--- src/rtl/nrmc_pkg.sv ---
`default_nettype none
package nrmc_pkg;

	// Default limit on the number of stored bytes of one field.
	localparam int MAX_FIELD_LEN_DEF = 16;

	// Width of the character position on the result side. The field limit is at most 32,
	// so the position counter never needs more than POS_EXT_W bits.
	localparam int POS_W     = 5;
	localparam int POS_EXT_W = 6;

	// Depth of the queue between front and back; a power of two.
	localparam int QUEUE_DEPTH = 2;

	// Header and separator characters.
	localparam logic [7:0] CHR_DOLLAR = 8'h24;
	localparam logic [7:0] CHR_G      = 8'h47;
	localparam logic [7:0] CHR_P      = 8'h50;
	localparam logic [7:0] CHR_R      = 8'h52;
	localparam logic [7:0] CHR_M      = 8'h4D;
	localparam logic [7:0] CHR_C      = 8'h43;
	localparam logic [7:0] CHR_COMMA  = 8'h2C;

	// Field identifiers as they appear on field_id.
	localparam logic [2:0] FID_TIME    = 3'd0;
	localparam logic [2:0] FID_LAT     = 3'd1;
	localparam logic [2:0] FID_LAT_DIR = 3'd2;
	localparam logic [2:0] FID_LON     = 3'd3;
	localparam logic [2:0] FID_LON_DIR = 3'd4;
	localparam logic [2:0] FID_SPEED   = 3'd5;
	localparam logic [2:0] FID_COURSE  = 3'd6;
	localparam logic [2:0] FID_DATE    = 3'd7;

	// One classified byte, handed from the front to the back.
	typedef struct packed {
		logic [2:0] field_id;
		logic [7:0] data;
		logic       is_dir;
		logic       last_field;
	} cmd_t;

endpackage
`default_nettype wire

--- src/rtl/nrmc_front.sv ---
`default_nettype none
module nrmc_front (
	input  wire logic          clk,
	input  wire logic          arst_n,
	input  wire logic          accept,
	input  wire logic [7:0]    rx_byte,
	output logic               cmd_push,
	output nrmc_pkg::cmd_t     cmd
);

	typedef enum logic [17:0] {
		ST_HUNT     = 18'b000000000000000001,
		ST_HDR_G    = 18'b000000000000000010,
		ST_HDR_P    = 18'b000000000000000100,
		ST_HDR_R    = 18'b000000000000001000,
		ST_HDR_M    = 18'b000000000000010000,
		ST_HDR_C    = 18'b000000000000100000,
		ST_HDR_COM  = 18'b000000000001000000,
		ST_TIME     = 18'b000000000010000000,
		ST_STATUS   = 18'b000000000100000000,
		ST_LAT      = 18'b000000001000000000,
		ST_LAT_DIR  = 18'b000000010000000000,
		ST_SKIP1    = 18'b000000100000000000,
		ST_LON      = 18'b000001000000000000,
		ST_LON_DIR  = 18'b000010000000000000,
		ST_SKIP2    = 18'b000100000000000000,
		ST_SPEED    = 18'b001000000000000000,
		ST_COURSE   = 18'b010000000000000000,
		ST_DATE     = 18'b100000000000000000
	} state_t;

	state_t state_q;
	state_t state_d;
	logic   enq;
	logic   is_comma;

	assign is_comma = (rx_byte == nrmc_pkg::CHR_COMMA);

	always_comb begin
		state_d        = state_q;
		enq            = 1'b0;
		cmd.field_id   = nrmc_pkg::FID_TIME;
		cmd.data       = rx_byte;
		cmd.is_dir     = 1'b0;
		cmd.last_field = 1'b0;
		unique case (state_q)
			ST_HUNT:    state_d = (rx_byte == nrmc_pkg::CHR_DOLLAR) ? ST_HDR_G : ST_HUNT;
			ST_HDR_G:   state_d = (rx_byte == nrmc_pkg::CHR_G) ? ST_HDR_P : ST_HUNT;
			ST_HDR_P:   state_d = (rx_byte == nrmc_pkg::CHR_P) ? ST_HDR_R : ST_HUNT;
			ST_HDR_R:   state_d = (rx_byte == nrmc_pkg::CHR_R) ? ST_HDR_M : ST_HUNT;
			ST_HDR_M:   state_d = (rx_byte == nrmc_pkg::CHR_M) ? ST_HDR_C : ST_HUNT;
			ST_HDR_C:   state_d = (rx_byte == nrmc_pkg::CHR_C) ? ST_HDR_COM : ST_HUNT;
			ST_HDR_COM: state_d = is_comma ? ST_TIME : ST_HUNT;
			ST_TIME: begin
				enq          = 1'b1;
				cmd.field_id = nrmc_pkg::FID_TIME;
				if (is_comma) state_d = ST_STATUS;
			end
			ST_STATUS: begin
				if (is_comma) state_d = ST_LAT;
			end
			ST_LAT: begin
				enq          = 1'b1;
				cmd.field_id = nrmc_pkg::FID_LAT;
				if (is_comma) state_d = ST_LAT_DIR;
			end
			ST_LAT_DIR: begin
				enq          = 1'b1;
				cmd.field_id = nrmc_pkg::FID_LAT_DIR;
				cmd.is_dir   = 1'b1;
				state_d      = ST_SKIP1;
			end
			ST_SKIP1:   state_d = ST_LON;
			ST_LON: begin
				enq          = 1'b1;
				cmd.field_id = nrmc_pkg::FID_LON;
				if (is_comma) state_d = ST_LON_DIR;
			end
			ST_LON_DIR: begin
				enq          = 1'b1;
				cmd.field_id = nrmc_pkg::FID_LON_DIR;
				cmd.is_dir   = 1'b1;
				state_d      = ST_SKIP2;
			end
			ST_SKIP2:   state_d = ST_SPEED;
			ST_SPEED: begin
				enq          = 1'b1;
				cmd.field_id = nrmc_pkg::FID_SPEED;
				if (is_comma) state_d = ST_COURSE;
			end
			ST_COURSE: begin
				enq          = 1'b1;
				cmd.field_id = nrmc_pkg::FID_COURSE;
				if (is_comma) state_d = ST_DATE;
			end
			ST_DATE: begin
				enq            = 1'b1;
				cmd.field_id   = nrmc_pkg::FID_DATE;
				cmd.last_field = 1'b1;
				if (is_comma) state_d = ST_HUNT;
			end
			default:    state_d = ST_HUNT;
		endcase
	end

	assign cmd_push = accept & enq;

	always_ff @(posedge clk or negedge arst_n) begin
		if (!arst_n) begin
			state_q <= ST_HUNT;
		end else if (accept) begin
			state_q <= state_d;
		end
	end

endmodule
`default_nettype wire

--- src/rtl/nrmc_queue.sv ---
`default_nettype none
module nrmc_queue (
	input  wire logic           clk,
	input  wire logic           arst_n,
	input  wire logic           wr_en,
	input  wire nrmc_pkg::cmd_t wr_cmd,
	output logic                full,
	input  wire logic           rd_en,
	output nrmc_pkg::cmd_t      rd_cmd,
	output logic                empty
);

	localparam int PtrW = (nrmc_pkg::QUEUE_DEPTH > 1) ? $clog2(nrmc_pkg::QUEUE_DEPTH) : 1;
	localparam int CntW = $clog2(nrmc_pkg::QUEUE_DEPTH + 1);

	nrmc_pkg::cmd_t entries_q [nrmc_pkg::QUEUE_DEPTH];
	logic [PtrW-1:0] wr_ptr_q;
	logic [PtrW-1:0] rd_ptr_q;
	logic [CntW-1:0] count_q;
	logic            do_wr;
	logic            do_rd;

	assign full   = (count_q == CntW'(nrmc_pkg::QUEUE_DEPTH));
	assign empty  = (count_q == '0);
	assign do_wr  = wr_en & ~full;
	assign do_rd  = rd_en & ~empty;
	assign rd_cmd = entries_q[rd_ptr_q];

	always_ff @(posedge clk) begin
		if (do_wr) begin
			entries_q[wr_ptr_q] <= wr_cmd;
		end
	end

	always_ff @(posedge clk or negedge arst_n) begin
		if (!arst_n) begin
			wr_ptr_q <= '0;
			rd_ptr_q <= '0;
			count_q  <= '0;
		end else begin
			if (do_wr) wr_ptr_q <= PtrW'(wr_ptr_q + 1'b1);
			if (do_rd) rd_ptr_q <= PtrW'(rd_ptr_q + 1'b1);
			if (do_wr && !do_rd) begin
				count_q <= CntW'(count_q + 1'b1);
			end else if (do_rd && !do_wr) begin
				count_q <= CntW'(count_q - 1'b1);
			end
		end
	end

endmodule
`default_nettype wire

--- src/rtl/nrmc_back.sv ---
`default_nettype none
module nrmc_back #(
	parameter int MAX_FIELD_LEN = nrmc_pkg::MAX_FIELD_LEN_DEF
) (
	input  wire logic                   clk,
	input  wire logic                   arst_n,
	input  wire logic                   q_empty,
	input  wire nrmc_pkg::cmd_t         q_cmd,
	output logic                        q_pop,
	input  wire logic                   pop,
	output logic                        empty,
	output logic [2:0]                  field_id,
	output logic [nrmc_pkg::POS_W-1:0]  char_pos,
	output logic [7:0]                  char_data,
	output logic                        field_end,
	output logic                        field_overflow,
	output logic                        sentence_done
);

	localparam int PosW = $clog2(MAX_FIELD_LEN + 1);

	logic [PosW-1:0]               pos_q;
	logic                          ovf_q;
	logic                          out_valid_q;
	logic                          take;
	logic                          is_comma;
	logic                          room;
	logic                          emit;
	logic [nrmc_pkg::POS_EXT_W-1:0] pos_ext;
	logic [nrmc_pkg::POS_W-1:0]     pos_sat;

	logic [2:0]                 field_id_q;
	logic [nrmc_pkg::POS_W-1:0] char_pos_q;
	logic [7:0]                 char_data_q;
	logic                       field_end_q;
	logic                       field_overflow_q;
	logic                       sentence_done_q;

	assign take     = ~q_empty & (~out_valid_q | pop);
	assign q_pop    = take;
	assign is_comma = (q_cmd.data == nrmc_pkg::CHR_COMMA);
	assign room     = (pos_q < PosW'(MAX_FIELD_LEN));
	assign emit     = q_cmd.is_dir | is_comma | room;
	assign pos_ext  = nrmc_pkg::POS_EXT_W'(pos_q);
	assign pos_sat  = (pos_ext > nrmc_pkg::POS_EXT_W'(31)) ? nrmc_pkg::POS_W'(31)
	                                                       : pos_ext[nrmc_pkg::POS_W-1:0];

	always_ff @(posedge clk or negedge arst_n) begin
		if (!arst_n) begin
			pos_q       <= '0;
			ovf_q       <= 1'b0;
			out_valid_q <= 1'b0;
		end else if (take) begin
			out_valid_q <= emit;
			if (!q_cmd.is_dir) begin
				if (is_comma) begin
					pos_q <= '0;
					ovf_q <= 1'b0;
				end else if (room) begin
					pos_q <= PosW'(pos_q + 1'b1);
				end else begin
					ovf_q <= 1'b1;
				end
			end
		end else if (pop) begin
			out_valid_q <= 1'b0;
		end
	end

	always_ff @(posedge clk) begin
		if (take) begin
			field_id_q  <= q_cmd.field_id;
			char_data_q <= q_cmd.data;
			if (q_cmd.is_dir) begin
				char_pos_q       <= '0;
				field_end_q      <= 1'b1;
				field_overflow_q <= 1'b0;
				sentence_done_q  <= 1'b0;
			end else begin
				char_pos_q       <= pos_sat;
				field_end_q      <= is_comma;
				field_overflow_q <= is_comma & ovf_q;
				sentence_done_q  <= is_comma & q_cmd.last_field;
			end
		end
	end

	assign empty          = ~out_valid_q;
	assign field_id       = field_id_q;
	assign char_pos       = char_pos_q;
	assign char_data      = char_data_q;
	assign field_end      = field_end_q;
	assign field_overflow = field_overflow_q;
	assign sentence_done  = sentence_done_q;

endmodule
`default_nettype wire

--- src/rtl/nmea_rmc_field_extractor.sv ---
`default_nettype none
// Extracts the fields of $GPRMC sentences from a byte stream, one received character per item.
// After the header "$GPRMC," it delivers time, latitude, latitude direction, longitude,
// longitude direction, speed, course and date, each stored byte as one result item tagged
// with its field and position; a field's terminating comma is delivered too, with field_end
// set, and the comma that ends the date also carries sentence_done. Header bytes, the status
// field and the byte after each direction produce no result. Bytes past MAX_FIELD_LEN in a
// field are dropped and flagged on that field's comma. The block takes one byte every clock
// cycle, sustained, while full is low. The result of a byte reaches the result ports through
// the queue entry and then the output register: the front updates the sentence phase and
// writes a classified item into a two-entry queue, and the back, whenever its output register
// is free or being popped, updates the field position and loads the output register. full
// rises only when that queue is full because results are not popped.
module nmea_rmc_field_extractor #(
	parameter int MAX_FIELD_LEN = nrmc_pkg::MAX_FIELD_LEN_DEF
) (
	input  wire logic                   clk,
	input  wire logic                   arst_n,
	input  wire logic                   push,
	output logic                        full,
	input  wire logic [7:0]             rx_byte,
	input  wire logic                   pop,
	output logic                        empty,
	output logic [2:0]                  field_id,
	output logic [nrmc_pkg::POS_W-1:0]  char_pos,
	output logic [7:0]                  char_data,
	output logic                        field_end,
	output logic                        field_overflow,
	output logic                        sentence_done
);

	// The front sees a byte only when the queue has room, so every accepted item is
	// classified at once and, if it yields a result, written to the queue.
	logic           accept;
	logic           cmd_push;
	nrmc_pkg::cmd_t cmd;
	nrmc_pkg::cmd_t q_cmd;
	logic           q_empty;
	logic           q_pop;

	assign accept = push & ~full;

	nrmc_front u_front (
		.clk      (clk),
		.arst_n   (arst_n),
		.accept   (accept),
		.rx_byte  (rx_byte),
		.cmd_push (cmd_push),
		.cmd      (cmd)
	);

	nrmc_queue u_queue (
		.clk    (clk),
		.arst_n (arst_n),
		.wr_en  (cmd_push),
		.wr_cmd (cmd),
		.full   (full),
		.rd_en  (q_pop),
		.rd_cmd (q_cmd),
		.empty  (q_empty)
	);

	// The back keeps the position and overflow mark of the current field and holds the
	// result register that the consumer pops from.
	nrmc_back #(
		.MAX_FIELD_LEN (MAX_FIELD_LEN)
	) u_back (
		.clk            (clk),
		.arst_n         (arst_n),
		.q_empty        (q_empty),
		.q_cmd          (q_cmd),
		.q_pop          (q_pop),
		.pop            (pop),
		.empty          (empty),
		.field_id       (field_id),
		.char_pos       (char_pos),
		.char_data      (char_data),
		.field_end      (field_end),
		.field_overflow (field_overflow),
		.sentence_done  (sentence_done)
	);

	// The end of a sentence is only ever the comma that closes the date field.
	a_done_on_date_comma: assert property (@(posedge clk) disable iff (!arst_n)
		(!empty && sentence_done) |->
		(field_end && field_id == nrmc_pkg::FID_DATE && char_data == nrmc_pkg::CHR_COMMA))
		else $error("sentence_done on a result that is not the date terminator");

	// An overflow is reported only on a terminating comma, which then sits past the limit.
	a_overflow_on_comma: assert property (@(posedge clk) disable iff (!arst_n)
		(!empty && field_overflow) |->
		(field_end && char_data == nrmc_pkg::CHR_COMMA
		 && 32'(char_pos) == ((MAX_FIELD_LEN > 31) ? 31 : MAX_FIELD_LEN)))
		else $error("field_overflow on a result that is not a saturated terminator");

	// A data byte that does not end its field always lies within the length limit.
	a_data_within_limit: assert property (@(posedge clk) disable iff (!arst_n)
		(!empty && !field_end) |-> (32'(char_pos) < MAX_FIELD_LEN))
		else $error("data byte delivered beyond the field length limit");

	// Direction fields are one byte long and always end at once.
	a_dir_single_byte: assert property (@(posedge clk) disable iff (!arst_n)
		(!empty && (field_id == nrmc_pkg::FID_LAT_DIR || field_id == nrmc_pkg::FID_LON_DIR))
		|-> (field_end && char_pos == '0 && !field_overflow))
		else $error("direction result that is not a single closed byte");

endmodule
`default_nettype wire

--- config.mk ---
export PLATFORM = sky130hd
export DESIGN_NAME = nmea_rmc_field_extractor
export DESIGN_NICKNAME = d
export VERILOG_FILES = /design/src/rtl/nrmc_pkg.sv /design/src/rtl/nrmc_front.sv /design/src/rtl/nrmc_queue.sv /design/src/rtl/nrmc_back.sv /design/src/rtl/nmea_rmc_field_extractor.sv
export SDC_FILE = /design/constraint.sdc
export NUM_CORES = 1
export LEC_CHECK = 0
export ABC_AREA = 1
export BUFFER_PORTS_ARGS = -buffer_cell sky130_fd_sc_hd__clkbuf_2
export CAP_MARGIN = 40
export CORE_MARGIN = 4
export CORE_UTILIZATION = 60
export DETAILED_ROUTE_END_ITERATION = 8
export PLACE_DENSITY_LB_ADDON = 0.12
export SLEW_MARGIN = 20
export SYNTH_ARGS = -nofsm -noshare
export SYNTH_HDL_FRONTEND = slang
export SYNTH_SLANG_ARGS = --single-unit
--- constraint.sdc ---
create_clock -name clk -period 3.4 [get_ports clk]
set_clock_uncertainty 0.15 [all_clocks]
set_input_delay 0.68 -clock clk [delete_from_list [all_inputs] [get_ports clk]]
set_output_delay 0.68 -clock clk [all_outputs]
set_load 0.01 [all_outputs]
# Word level (Yosys, flattened, before mapping)
# Memory sizes are Yosys's and may differ from the RTL's.
# Cells that the tools add are included.
# Widths: inputs -> output; s select.
# word_totals
register_bits	48
latch_bits	0
ram_bits	26
mem_bits_ro	0
input_bits	12
wordCells	113
n_memories	1
# mem_list
name	words	word_bits	read_ports	rd_ports_with_merged_regs	wr	line	text
u_queue.entries_q	2	13	1	0	1	nrmc_queue.sv:16	nrmc_pkg::cmd_t entries_q [nrmc_pkg::QUEUE_DEPTH];
# classes
n_addsub	5
mul	0
div	0
n_lt_le_gt_ge	2
n_eq_ne	35
shift	0
muxes	30
bitwise	14
reduce_logical	13
# op_table
operator	n
$pmux 18 s18	1
$mux 18	7
$eq 8x7->1 const B	5
$eq 8x6->1 const B	3
$pmux 3 s7	1
$mux 5	4
$eq 18x1->1 const B	1
$eq 18x10->1 const B	1
$eq 18x11->1 const B	1
$eq 18x12->1 const B	1
$eq 18x13->1 const B	1
$eq 18x14->1 const B	1
$eq 18x15->1 const B	1
$eq 18x16->1 const B	1
$eq 18x17->1 const B	1
$eq 18x18->1 const B	1
$eq 18x2->1 const B	1
$eq 18x3->1 const B	1
$eq 18x4->1 const B	1
$eq 18x5->1 const B	1
$eq 18x6->1 const B	1
$eq 18x7->1 const B	1
$eq 18x8->1 const B	1
$eq 18x9->1 const B	1
26 further kinds	60

# Longest topological paths before layout
# logic_depth
word_depth	9
ltp_mapped	15

# By module
# Synthesis repeated with hierarchy kept, for this count alone.
# hier_totals
hier_cells	487
hier_area_um2	4086.4
# modules_own_cells
mod	n_inst	cells_each	area_each_um2	seq_area_each_um2
nrmc_front	1	287	1765.4	451.7
nrmc_queue	1	99	1178.6	880.8
nrmc_back	1	99	1132.3	745.7
nmea_rmc_field_extractor	1	2	10.0	0.0

# Least setup slack after synthesis
# OpenSTA, ideal clock, no wires.
# synth_path
path_kind	input -> register
start	input port pop
end	register u_queue.count_q[1]
setup_time_ps	131
t_arrival_ps	2646
required_time_ps	3119
slack_ps	474
stages	7
path_buffers	0
cell_sequence	nor2_1 -> a21oi_1 -> inv_1 -> ha_1 -> a21oi_1 -> o21ai_0 -> xor2_1
# synth_between
elab_chain_cells	6
# synth_rtl
element	line	text
from (decl)	nmea_rmc_field_extractor.sv:22	input wire logic pop,
$or 1x1->1 (*)	nrmc_back.sv:39	assign take = ~q_empty & (~out_valid_q | pop);
$and 1x1->1 (*)	nrmc_back.sv:39	
named net q_pop	nmea_rmc_field_extractor.sv:39	logic q_pop;
$and 1x1->1 (*)	nrmc_queue.sv:26	assign do_rd = rd_en & ~empty;
$logic_not 1->1	nrmc_queue.sv:43	if (do_wr && !do_rd) begin
$logic_and 1x1->1	nrmc_queue.sv:43	
$mux 2 or $reduce_bool 2->1 (tied branches)	n/a	
to (signal assigned)	nrmc_queue.sv:44	count_q <= CntW'(count_q + 1'b1);
to (signal assigned)	nrmc_queue.sv:46	count_q <= CntW'(count_q - 1'b1);
to (decl)	nrmc_queue.sv:19	logic [CntW-1:0] count_q;
# Mark *: on every way through the listed nets, which the timed path passes. The rest lies on a longest branch.
# A chain may end at the register's enable or synchronous reset.

# Worst setup path in the final report
# layout_path
start	register u_front.state_q[17]
end	memory u_queue.entries_q[1][3] in the netlist's numbering, enable pin
# layout_between
elab_chain_cells	7
# layout_rtl
element	line	text
from (decl)	nrmc_front.sv:32	state_t state_q;
from (signal assigned)	nrmc_front.sv:112	state_q <= state_d;
$eq 18x10->1 (tied with other cells)	nrmc_front.sv:46	unique case (state_q)
$reduce_or 8->1 (no source line) (*)	n/a	
$mux 1 (*)	nrmc_front.sv:46	
$and 1x1->1 (*)	nrmc_front.sv:106	assign cmd_push = accept & enq;
$and 1x1->1 (*)	nrmc_queue.sv:25	assign do_wr = wr_en & ~full;
$mux 1 (*)	nrmc_queue.sv:30	if (do_wr) begin
$mux 1 (not written as such) (*)	nrmc_queue.sv:31	entries_q[wr_ptr_q] <= wr_cmd;
to (decl)	nrmc_queue.sv:16	
# Mark *: on every way between the ends. The rest lies on a longest branch, timed or not.

==> impl_metrics.toml <==
[status]
status = "finished, final reports clean"

[placed_design]
place_ws_ns = 0.794
io_buffer_count = 32
dpl.hpwl_mm = 5.74
gp_congestion = 0.942

[grt]
grt_pass1_wl_mm = 13.0
grt_pass1_vias = 2809
grt_antenna_before_repair = 0
grt_overflow = 0
track_usage_pct = 21.4
grt_max_degree = 30

[logic_synthesis]
ys_seq_area_share_pct = 52.4
netlist_instances = 457
synth_nets = 472
ys_warn_count = 0
ys_types = 33
postSynthAreaPerCell_um2 = 8.67
ys_ff_latch = 74
synthTopCellsByArea = "edfxtp_1 34%, dfrtp_1 18%, nand2_1 11%"
synth_area_um2 = 3960
synth_area_leader_cell = "edfxtp_1"
synth_top_area_share_pct = 34.1

[critical_path]
crit_chain = "nor2_4, inv_2, nor3_1, nand3_2, nand2_2, nor2_1, nand2_2, nand2_2, nor2_2"
crit_path_start_kind = "flop"
crit_path_frequent_cell = "nand2_2"
worst_path_max_delay_cell = "nor2_2"
critPathMaxFanout = 17
critPathRequiredTime_ns = 3.23
path_class = "flop to flop"
worstPathArrival_ns = 2.46
crit_family = "simple AND/OR/NAND/NOR gates"
critPathBufInv = 1
endpoint_kind = "flop"
cpPeakStageDelay_ns = 0.53

[sta]
slew_headroom_pct = 54.6
min_period_over_period_pct = 77.4
final.min_clock_period_ns = 2.63
holdWs_ns = 0.0620
setup_ws_ns = 0.768
final.setup.tns_ns = 0
clock.fmax_mhz = 380
report.final.slew_viol_count = 0
rsz0062_at_grt = "false"
setup_viol = 0
tightest_slew_ns = 0.680
hold_viol_final = 0

[die]
die-area_um2 = 7970
dieHeight_um = 89.3
core_area_um2 = 6390
die_w_um = 89.3
rows = 29
pin_count = 33
start_util_pct = 62.0

[clock_tree]
cts_max_path_buffers = 2
post-cts-setup-buffer-count = 0
htreeDepth = 3
clk_pin_slew_ns = 0.08
numCtsBuffers = 9
cts_sinks = 74
cts_resized = 0
clockRootBuffer = "clkbuf_8"
cts_tree = "yes"
clk_latency_ns = 0.35
ctsHoldBuffers = 0

[cells_and_area]
antennaDiodeCount = 0
multi_input_area_um2 = 1580
regArea_um2 = 2080
final_util_pct = 67.8
fin_nets = 509
syn_to_final_growth_pct = 9.25
fillers = 508
drive_gt1_share_pct = 18.2

[detailed_routing]
post_drt_wl_per_cell_um = 13.7
wirelength_mm = 7.88
drc = 0
drtIter0Drc = 179
ant_nets = 0
viasPerCell = 5.35
firstDrtPassIters = 5
vias = 3080

[power_and_ir_drop]
p_leak_nw = 2.00
peakVddDrop_mv = 0.389
powerDensity_nw_per_um2 = 597

[run]
drv_cap = 0

[min_path]
hold_class = "primary input to async pin"
[worst paths after layout]
kind,endpoint,slack [ns],startpoint,cells after the start
setup / recovery,u_queue.entries_q[1][3]$_DFFE_PP_,0.77,u_front.state_q[17]$_DFFE_PN0P_,9
hold / removal,u_front.state_q[14]$_DFFE_PN0P_,0.06,arst_n,1
setup reg to reg,u_queue.entries_q[1][3]$_DFFE_PP_,0.77,u_front.state_q[17]$_DFFE_PN0P_,9
hold reg to reg,u_back.pos_q[3]$_DFFE_PN0P_,0.35,u_back.pos_q[3]$_DFFE_PN0P_,2
max in group asynchronous,u_front.state_q[0]$_DFFE_PN1P_,2.55,arst_n,2
min in group clk,u_back.pos_q[3]$_DFFE_PN0P_,0.35,u_back.pos_q[3]$_DFFE_PN0P_,2
[cells by family after synthesis]
kind of cell	synth area share [%]
muxes	0.253
adders and majority gates	0.947
DFF	52.4
xor gates and xnor gates	0.884
AOI/OAI and AO/OA	3.85
buffers and inverters	7.70
and+or+nand+nor	33.9
[flip-flops by register name, summed over array words and instances (netlist names)]
name                   cells
u_back.field_end           1
u_back.out_valid_q         1
u_back.char_pos            5
u_queue.rd_ptr_q           1
u_back.char_data           8
u_back.field_id            3
u_front.state_q           18
u_queue.count_q            2
u_back.ovf_q               1
u_back.sentence_done       1
u_queue.entries_q         26
u_back.pos_q               5
u_queue.wr_ptr_q           1
u_back.field_overflow      1
[worst register-to-register path, delay by kind of cell (launching register included)]
family,cells,cell delay (ns)
flops,1,0.44
buf+inv,1,0.19
simple gates,8,1.48
[stage by stage]
stage / total power, W / instance area, um^2 / cells
after global placement: 0.00198 / 4130 / 559
after CTS: 0.00259 / 4300 / 575
final: 0.00258 / 4330 / 576
after global routing: 0.00274 / 4330 / 576
after detailed placement: 0.00199 / 4130 / 559
after floorplan: 0.00180 / 3960 / 457
[cell usage in the layout (no fill, tap or decap), types with 6 or more instances in the layout]
cell      count
nand2_1     111
nor2_1       65
inv_1        48
edfxtp_1     45
nand3_1      38
clkbuf_2     32
dfrtp_1      28
nand4_1      20
o21ai_1      17
nor2_2       14
nor3_1       14
nand2_2      10
clkbuf_8      9
nand2_4       6
o21ai_0       6
[cells in the mapped netlist]
cell type and n:
inv_1 48, edfxtp_1 45, buf_6 4, dfstp_2 1
mux2i_1 1, nor2_2 14, nand4_1 20, o21ai_1 17
dfrtp_1 28, nor4_4 1, buf_4 2, o31ai_1 1
a31oi_1 1, nor2_1 65, nand2_1 111, a21oi_1 3
nor3_1 14, nor2_4 2, xnor2_1 1, nor2_8 1
a21oi_2 1, nand2_2 10, o21ai_0 6, nand3_1 38
nand3_2 1, clkinv_2 1, inv_2 4, xor2_1 3
nand2_4 6, buf_2 1, buf_12 2, and2_1 1
ha_1 3
[where the power goes]
| group | switching, W | total [W] | internal [W] |
|---|---|---|---|
| clock network | 0.000347 | 0.000614 | 0.000267 |
| registers | 0.0000786 | 0.00124 | 0.00116 |
| logic | 0.000493 | 0.000727 | 0.000234 |
[per-layer routing]
metal  vias to the layer above  GRT usage (%)  part of all wire (%)
met2                        91           34.7                    48
met1                      1395           28.3                    45
met5                         -              0                     0
li1                       1580              -                     -
met4                         0           7.58                   1.6
met3                        14           5.07                   5.5
[final cells by class]
cell class,count,share of cell area (%)
clock buffer,10,2.95
inverter,53,4.62
clock inverter,6,0.954
timing repair buffer,35,4.68
sequential,74,48.0
tap,77,2.23
multi-input combinational,321,36.6
Note: power is estimated with default switching activity, not from simulation.
